**src/hdl/pdmc_pkg.sv**
```systemverilog
// ----------------------------------------------------------------------------
// pdmc_pkg
// Shared types and constants of the PD motor position controller.
// ----------------------------------------------------------------------------
`default_nettype none

package pdmc_pkg;

  localparam int POSITION_BITS_DEF = 32;
  localparam int SPEED_BITS_DEF    = 16;

  localparam int CFG_W     = 17;
  localparam int CFG_IDX_W = 3;

  localparam logic [CFG_IDX_W-1:0] CFG_P_GAIN          = 3'd0;
  localparam logic [CFG_IDX_W-1:0] CFG_D_GAIN          = 3'd1;
  localparam logic [CFG_IDX_W-1:0] CFG_MIN_DRIVE       = 3'd2;
  localparam logic [CFG_IDX_W-1:0] CFG_PWM_TOP         = 3'd3;
  localparam logic [CFG_IDX_W-1:0] CFG_HOME_OFFSET     = 3'd4;
  localparam logic [CFG_IDX_W-1:0] CFG_HOME_CORRECTION = 3'd5;
  localparam logic [CFG_IDX_W-1:0] CFG_TARGET_WINDOW   = 3'd6;
  localparam logic [CFG_IDX_W-1:0] CFG_STOP_POLLS      = 3'd7;

  localparam logic [15:0]        P_GAIN_RST          = 16'd655;
  localparam logic [15:0]        D_GAIN_RST          = 16'd6554;
  localparam logic [16:0]        MIN_DRIVE_RST       = 17'd9830;
  localparam logic [15:0]        PWM_TOP_RST         = 16'd4000;
  localparam logic [15:0]        HOME_OFFSET_RST     = 16'd30;
  localparam logic signed [15:0] HOME_CORRECTION_RST = 16'sd0;
  localparam logic [15:0]        TARGET_WINDOW_RST   = 16'd10;
  localparam logic [7:0]         STOP_POLLS_RST      = 8'd10;

  localparam logic [2:0] REQ_ENC    = 3'd0;
  localparam logic [2:0] REQ_TICK   = 3'd1;
  localparam logic [2:0] REQ_TARGET = 3'd2;
  localparam logic [2:0] REQ_HOME   = 3'd3;
  localparam logic [2:0] REQ_POLL   = 3'd4;

  localparam logic [16:0] ONE_Q16   = 17'h10000;
  localparam logic [7:0]  STALL_MAX = 8'hFF;

  typedef struct packed {
    logic [2:0]         req_type;
    logic               enc_a;
    logic               enc_b;
    logic signed [31:0] target_value;
  } pdmc_in_t;

  typedef struct packed {
    logic [15:0]        pwm_duty;
    logic               direction;
    logic signed [31:0] position_now;
    logic               at_target;
    logic               homing_busy;
  } pdmc_out_t;

  typedef struct packed {
    logic accept;
    logic exec_en;
    logic err_en;
    logic mul_en;
    logic sum_en;
    logic mag_en;
    logic lim_en;
    logic duty_en;
    logic out_load;
  } pdmc_cmd_t;

  typedef struct packed {
    logic is_tick;
  } pdmc_stat_t;

  typedef enum logic [3:0] {
    ST_IDLE,
    ST_EXEC,
    ST_ERR,
    ST_MUL,
    ST_SUM,
    ST_MAG,
    ST_LIM,
    ST_DUTY,
    ST_CMP
  } pdmc_state_t;

endpackage

`default_nettype wire

```
**src/hdl/pdmc_ctrl.sv**
```systemverilog
// ----------------------------------------------------------------------------
// pdmc_ctrl
// Sequencer: takes requests, steps the datapath through the update and the
// drive computation, and owns the result valid flag.
// ----------------------------------------------------------------------------
`default_nettype none

module pdmc_ctrl
  import pdmc_pkg::*;
(
  input  wire logic       clk,
  input  wire logic       rst_n,
  input  wire logic       in_valid,
  output logic            in_stall,
  output logic            out_valid,
  input  wire logic       out_stall,
  input  wire pdmc_stat_t stat,
  output pdmc_cmd_t       cmd
);

  pdmc_state_t state_r, state_nxt;
  logic        out_valid_r, out_valid_nxt;

  always_ff @(posedge clk) begin
    if (!rst_n) begin
      state_r     <= ST_IDLE;
      out_valid_r <= 1'b0;
    end else begin
      state_r     <= state_nxt;
      out_valid_r <= out_valid_nxt;
    end
  end

  always_comb begin
    state_nxt     = state_r;
    cmd           = '0;
    out_valid_nxt = out_valid_r && out_stall;
    unique case (state_r)
      ST_IDLE: begin
        if (in_valid) begin
          cmd.accept = 1'b1;
          state_nxt  = ST_EXEC;
        end
      end
      ST_EXEC: begin
        cmd.exec_en = 1'b1;
        if (stat.is_tick) begin
          cmd.err_en = 1'b1;
          state_nxt  = ST_MUL;
        end else begin
          state_nxt = ST_ERR;
        end
      end
      ST_ERR: begin
        cmd.err_en = 1'b1;
        state_nxt  = ST_CMP;
      end
      ST_MUL: begin
        cmd.mul_en = 1'b1;
        state_nxt  = ST_SUM;
      end
      ST_SUM: begin
        cmd.sum_en = 1'b1;
        state_nxt  = ST_MAG;
      end
      ST_MAG: begin
        cmd.mag_en = 1'b1;
        state_nxt  = ST_LIM;
      end
      ST_LIM: begin
        cmd.lim_en = 1'b1;
        state_nxt  = ST_DUTY;
      end
      ST_DUTY: begin
        cmd.duty_en = 1'b1;
        state_nxt   = ST_CMP;
      end
      ST_CMP: begin
        if (!out_valid_r || !out_stall) begin
          cmd.out_load  = 1'b1;
          out_valid_nxt = 1'b1;
          state_nxt     = ST_IDLE;
        end
      end
      default: state_nxt = ST_IDLE;
    endcase
  end

  assign in_stall  = (state_r != ST_IDLE);
  assign out_valid = out_valid_r;

  a_load_free: assert property (@(posedge clk) disable iff (!rst_n)
    cmd.out_load |-> (!out_valid_r || !out_stall))
    else $error("result loaded over a pending request");

  a_accept_exec: assert property (@(posedge clk) disable iff (!rst_n)
    (in_valid && !in_stall) |=> (state_r == ST_EXEC))
    else $error("accepted request not executed");

  a_cmp_hold: assert property (@(posedge clk) disable iff (!rst_n)
    (state_r == ST_CMP && out_valid_r && out_stall) |=> (state_r == ST_CMP && out_valid_r))
    else $error("result dropped while output stalled");

  a_one_step: assert property (@(posedge clk) disable iff (!rst_n)
    $onehot0({cmd.mul_en, cmd.sum_en, cmd.mag_en, cmd.lim_en, cmd.duty_en, cmd.out_load}))
    else $error("more than one datapath step at once");

endmodule

`default_nettype wire

```
**config.mk**
```make
export PLATFORM = sky130hd
export DESIGN_NAME = pdmc_ctrl
export DESIGN_NICKNAME = d
export VERILOG_FILES = /design/src/hdl/pdmc_pkg.sv /design/src/hdl/pdmc_ctrl.sv
export SDC_FILE = /design/constraint.sdc
export NUM_CORES = 1
export LEC_CHECK = 0
export BUFFER_PORTS_ARGS = -buffer_cell sky130_fd_sc_hd__buf_4
export CORE_AREA = 2 2 39 41
export CTS_CLUSTER_DIAMETER = 100
export DETAILED_ROUTE_END_ITERATION = 10
export DIE_AREA = 0 0 41 43
export GPL_TIMING_DRIVEN = 0
export SLEW_MARGIN = 0
export SYNTH_ARGS = -nofsm -noshare
export SYNTH_HDL_FRONTEND = slang
export SYNTH_SLANG_ARGS = --single-unit
```
**constraint.sdc**
```tcl
create_clock -name clk -period 2.14 [get_ports clk]
set_input_delay 0 -clock clk [delete_from_list [all_inputs] [get_ports clk]]
set_output_delay 0 -clock clk [all_outputs]
set_load 0.03 [all_outputs]
```
==> results.md <==
- Routed wire length: 815 um
- Final hold vios: 0
- Number of flops mapped to enable cells by yosys: 0
- DR DRC count: 0
- Worst reg2reg path depth: 4
- Least-Margin Pin Slew: 0.217 ns
- Die area: 0.00176 mm2
- Leading post-synthesis cells by cell area: sky130_fd_sc_hd__dfxtp_1 (25%), sky130_fd_sc_hd__buf_6 (11%), sky130_fd_sc_hd__nor2_4 (8.5%)
- Die X-Extent: 41 um
- Critical path destination: cmd[6]
- Buffer type at the clock tree root: sky130_fd_sc_hd__clkbuf_4
- Launching element of the worst setup path: state_r[1]
- Initial DRC Count: 9
- Effective utilization at floorplan: 0.288
- # Post-CTS Setup Buffers: 0
- Crit-path max cell delay: 0.43 ns
- FFs w/ async S/R, synth: 0
- RR Startpoint: state_r[1]
- Avg Vias per Cell: 4.62
- Largest area contributor in the netlist: sky130_fd_sc_hd__dfxtp_1
- Setup clock skew after layout: 0.000876 ns
- Power per standard cell area: 574 mW/mm2
- Min Tclk post-route: 1.23 ns
- Timing-limited maximum frequency: 0.812 GHz
- Maximum level of the CTS H-tree: 1
- Share of the synthesized area in the top cell type: 0.252
- Category of the worst setup path capture point: output pin
- Max Cap Viol: 0
- Length of the first detailed-routing pass in iterations: 4
- Total of warnings raised by yosys: 0
- Number of global-route vias before repair: 325
- Largest net degree at the start of global routing: 11
- Leakage dissipation: 0.239 nW
- Setup crit start kind: flip-flop
- XOR/XNOR Fraction of Synth Area: 0.0220
- Synthesized-area fraction occupied by ao, oa, aoi and oai cells: 0.132
- Classification of the worst setup path: flip-flop to output pin
- Most common cell in the netlist: sky130_fd_sc_hd__dfxtp_1
- Placeable Area: 0.00138 mm2
- Synth unique cells: 21
- Number of antenna violations at the first check in global routing: 0
- Ant. Diodes: 0
- GRT Overall Usage: 0.119
- Count of input and output buffers: 15
- Area growth syn-to-layout: 39.9%
- Leading post-synthesis cells by instance count: sky130_fd_sc_hd__dfxtp_1 (5), sky130_fd_sc_hd__buf_6 (4), sky130_fd_sc_hd__nand2b_1 (4), sky130_fd_sc_hd__nor3_1 (4)
- Post-CTS resize count: 0
- Average routed wire per standard cell: 10.3 um
- Multiplexer share of the synthesized area: 0.0252
- Max VDD drop: 0.232 mV
- Worst Setup Slack, final: 0.909 ns
- Result of the run: completed
- Clock-pin slew reported for the worst setup and hold paths after clock tree synthesis: 0.04 ns
- Number of standard-cell rows in the floorplan: 14
- Synthesized-area fraction occupied by adder cells: 0
- Critical-path top delay cell: sky130_fd_sc_hd__dfxtp_1
- Final weighted congestion in routability-driven placement: 0.718
- Final setup violation count: 0
- Ordered cell list for the critical path: buf_6 > mux2i_1 > nor3_1 > buf_4
- Setup repair after global routing missed its margin: false
- TritonCTS clock tree: done
- Maximum fanout count along the critical path: 10
- Worst-case clock buffer depth: 2
- Vias post-DR: 365
- Period Utilization, post-route: 0.575
- Number of nets in the finished design: 69
- Data arrival time of the critical path: 1.23 ns
- Synthesized flop and latch total: 5
- Global-route wire length before repair: 1420 um
- Pre-CTS setup slack: 1.14 ns
- Count of pins over their slew limit: 0
- Mapped Cells: 44
- Overflow left after global routing: 0
- Clk_lat worst skew: 0.23 ns
- Most frequently used flop master after synthesis: sky130_fd_sc_hd__dfxtp_1
- Die extent in y: 43 um
- Simple-gate share of the synthesized area: 0.456
- Total negative setup slack: 0 ns
- Antenna-violating nets left: 0
- Combinational family with the most area after synthesis: simple AND/OR/NAND/NOR gates
- Worst rel slew slack: 0.855
- Data required time at the worst endpoint: 2.14 ns
- Clock Sink Count: 5
- FF-to-FF setup slack: 1.13 ns
- Hold Crit Class: input pin to flip-flop
- Number of ports placed on the die boundary: 16
- Endpoint of the lowest-slack register-to-register path: state_r[3]
- # hold bufs at CTS: 0
- Share of post-route cells with drive strength above 1: 0.476
- Cell area after synthesis: 398 um2
- TritonCTS Buffers: 3
- Post-synthesis sequential area ratio: 0.252
- Syn nets: 49
- Average footprint of a synthesized cell: 9.04 um2
## kinds of logic after synthesis
family | Yosys count
buffers and inverters | 4
muxes | 1
DFF | 5
xor gates and xnor gates | 1
and+or+nand+nor | 26
AOI/OAI and AO/OA | 7
## metal layers
| layer | global-route usage | wire (um) | vias up |
|---|---|---|---|
| li1 | - | - | 189 |
| met1 | 0.175 | 380 | 156 |
| met2 | 0.144 | 345 | 20 |
| met3 | 0.0628 | 89 | 0 |
| met4 | 0.0400 | 0 | 0 |
| met5 | 0 | 0 | - |
## sequential cells by signal, summed over array words and instances (netlist names)
signal	cells
out_valid	1
state_r	4
## worst max-delay path, delay by kind of cell, from the launching register on
| kind | cells | cell delay [ns] |
|---|---|---|
| buffers and inverters | 2 | 0.36 |
| AND/OR/NAND/NOR | 1 | 0.13 |
| multiplexers | 1 | 0.07 |
| flip-flops | 1 | 0.43 |
## layout make-up
type | instances | area (um2)
flip-flops and latches | 5 | 100
well taps | 16 | 20.0
plain buffers | 4 | 45.0
repair buffers | 15 | 113
fillers | 140 | 827
clock buffers | 4 | 26.3
multi-input cells | 35 | 253
## cells in the final DEF, fill, tap and decap left out
master	Yosys	final
sky130_fd_sc_hd__mux2i_1	1	1
sky130_fd_sc_hd__a21oi_1	3	3
sky130_fd_sc_hd__nor3_1	4	4
sky130_fd_sc_hd__nor2_1	3	3
sky130_fd_sc_hd__a21boi_0	1	1
sky130_fd_sc_hd__nand3b_1	2	2
sky130_fd_sc_hd__nor2b_1	1	1
sky130_fd_sc_hd__and3_1	1	1
sky130_fd_sc_hd__nand2b_4	2	2
sky130_fd_sc_hd__buf_4	0	15
sky130_fd_sc_hd__dfxtp_1	5	5
sky130_fd_sc_hd__nand2_1	2	2
sky130_fd_sc_hd__and2b_1	1	1
sky130_fd_sc_hd__buf_6	4	4
sky130_fd_sc_hd__a21boi_2	1	1
sky130_fd_sc_hd__xor2_1	1	1
sky130_fd_sc_hd__nand2b_1	4	4
sky130_fd_sc_hd__nor2_4	3	3
sky130_fd_sc_hd__o21bai_1	1	1
sky130_fd_sc_hd__nand4b_1	1	1
sky130_fd_sc_hd__nand2_2	2	2
sky130_fd_sc_hd__clkbuf_4	0	3
sky130_fd_sc_hd__clkbuf_1	0	1
sky130_fd_sc_hd__o221a_1	1	1
## per-stage QoR
step                 util  hold WS [ns]  total power [mW]  instances  area (um2)
global placement    0.383         0.289             0.219         75         531
floorplan               -         0.142             0.185         44         398
CTS                 0.402        0.0378             0.326         79         557
finish              0.402        0.0430             0.320         79         557
global route        0.402        0.0327             0.344         79         557
detailed placement  0.383         0.288             0.217         75         531
## how the worst min path moves through the flow
stage              start         end  cells after the start
2_1_floorplan      rst_n  state_r[3]                      1
3_3_place_gp   out_stall   out_valid                      3
3_5_place_dp       rst_n  state_r[3]                      2
4_1_cts            rst_n  state_r[3]                      2
5_1_grt            rst_n  state_r[3]                      2
6_report           rst_n  state_r[3]                      2
## where the power goes
group / internal [mW] / switching (mW)
logic: 0.0505 / 0.0628
clock network: 0.0702 / 0.0339
registers: 0.0984 / 0.00384
total: 0.219 / 0.100
Power figures use the tool's default switching activity.
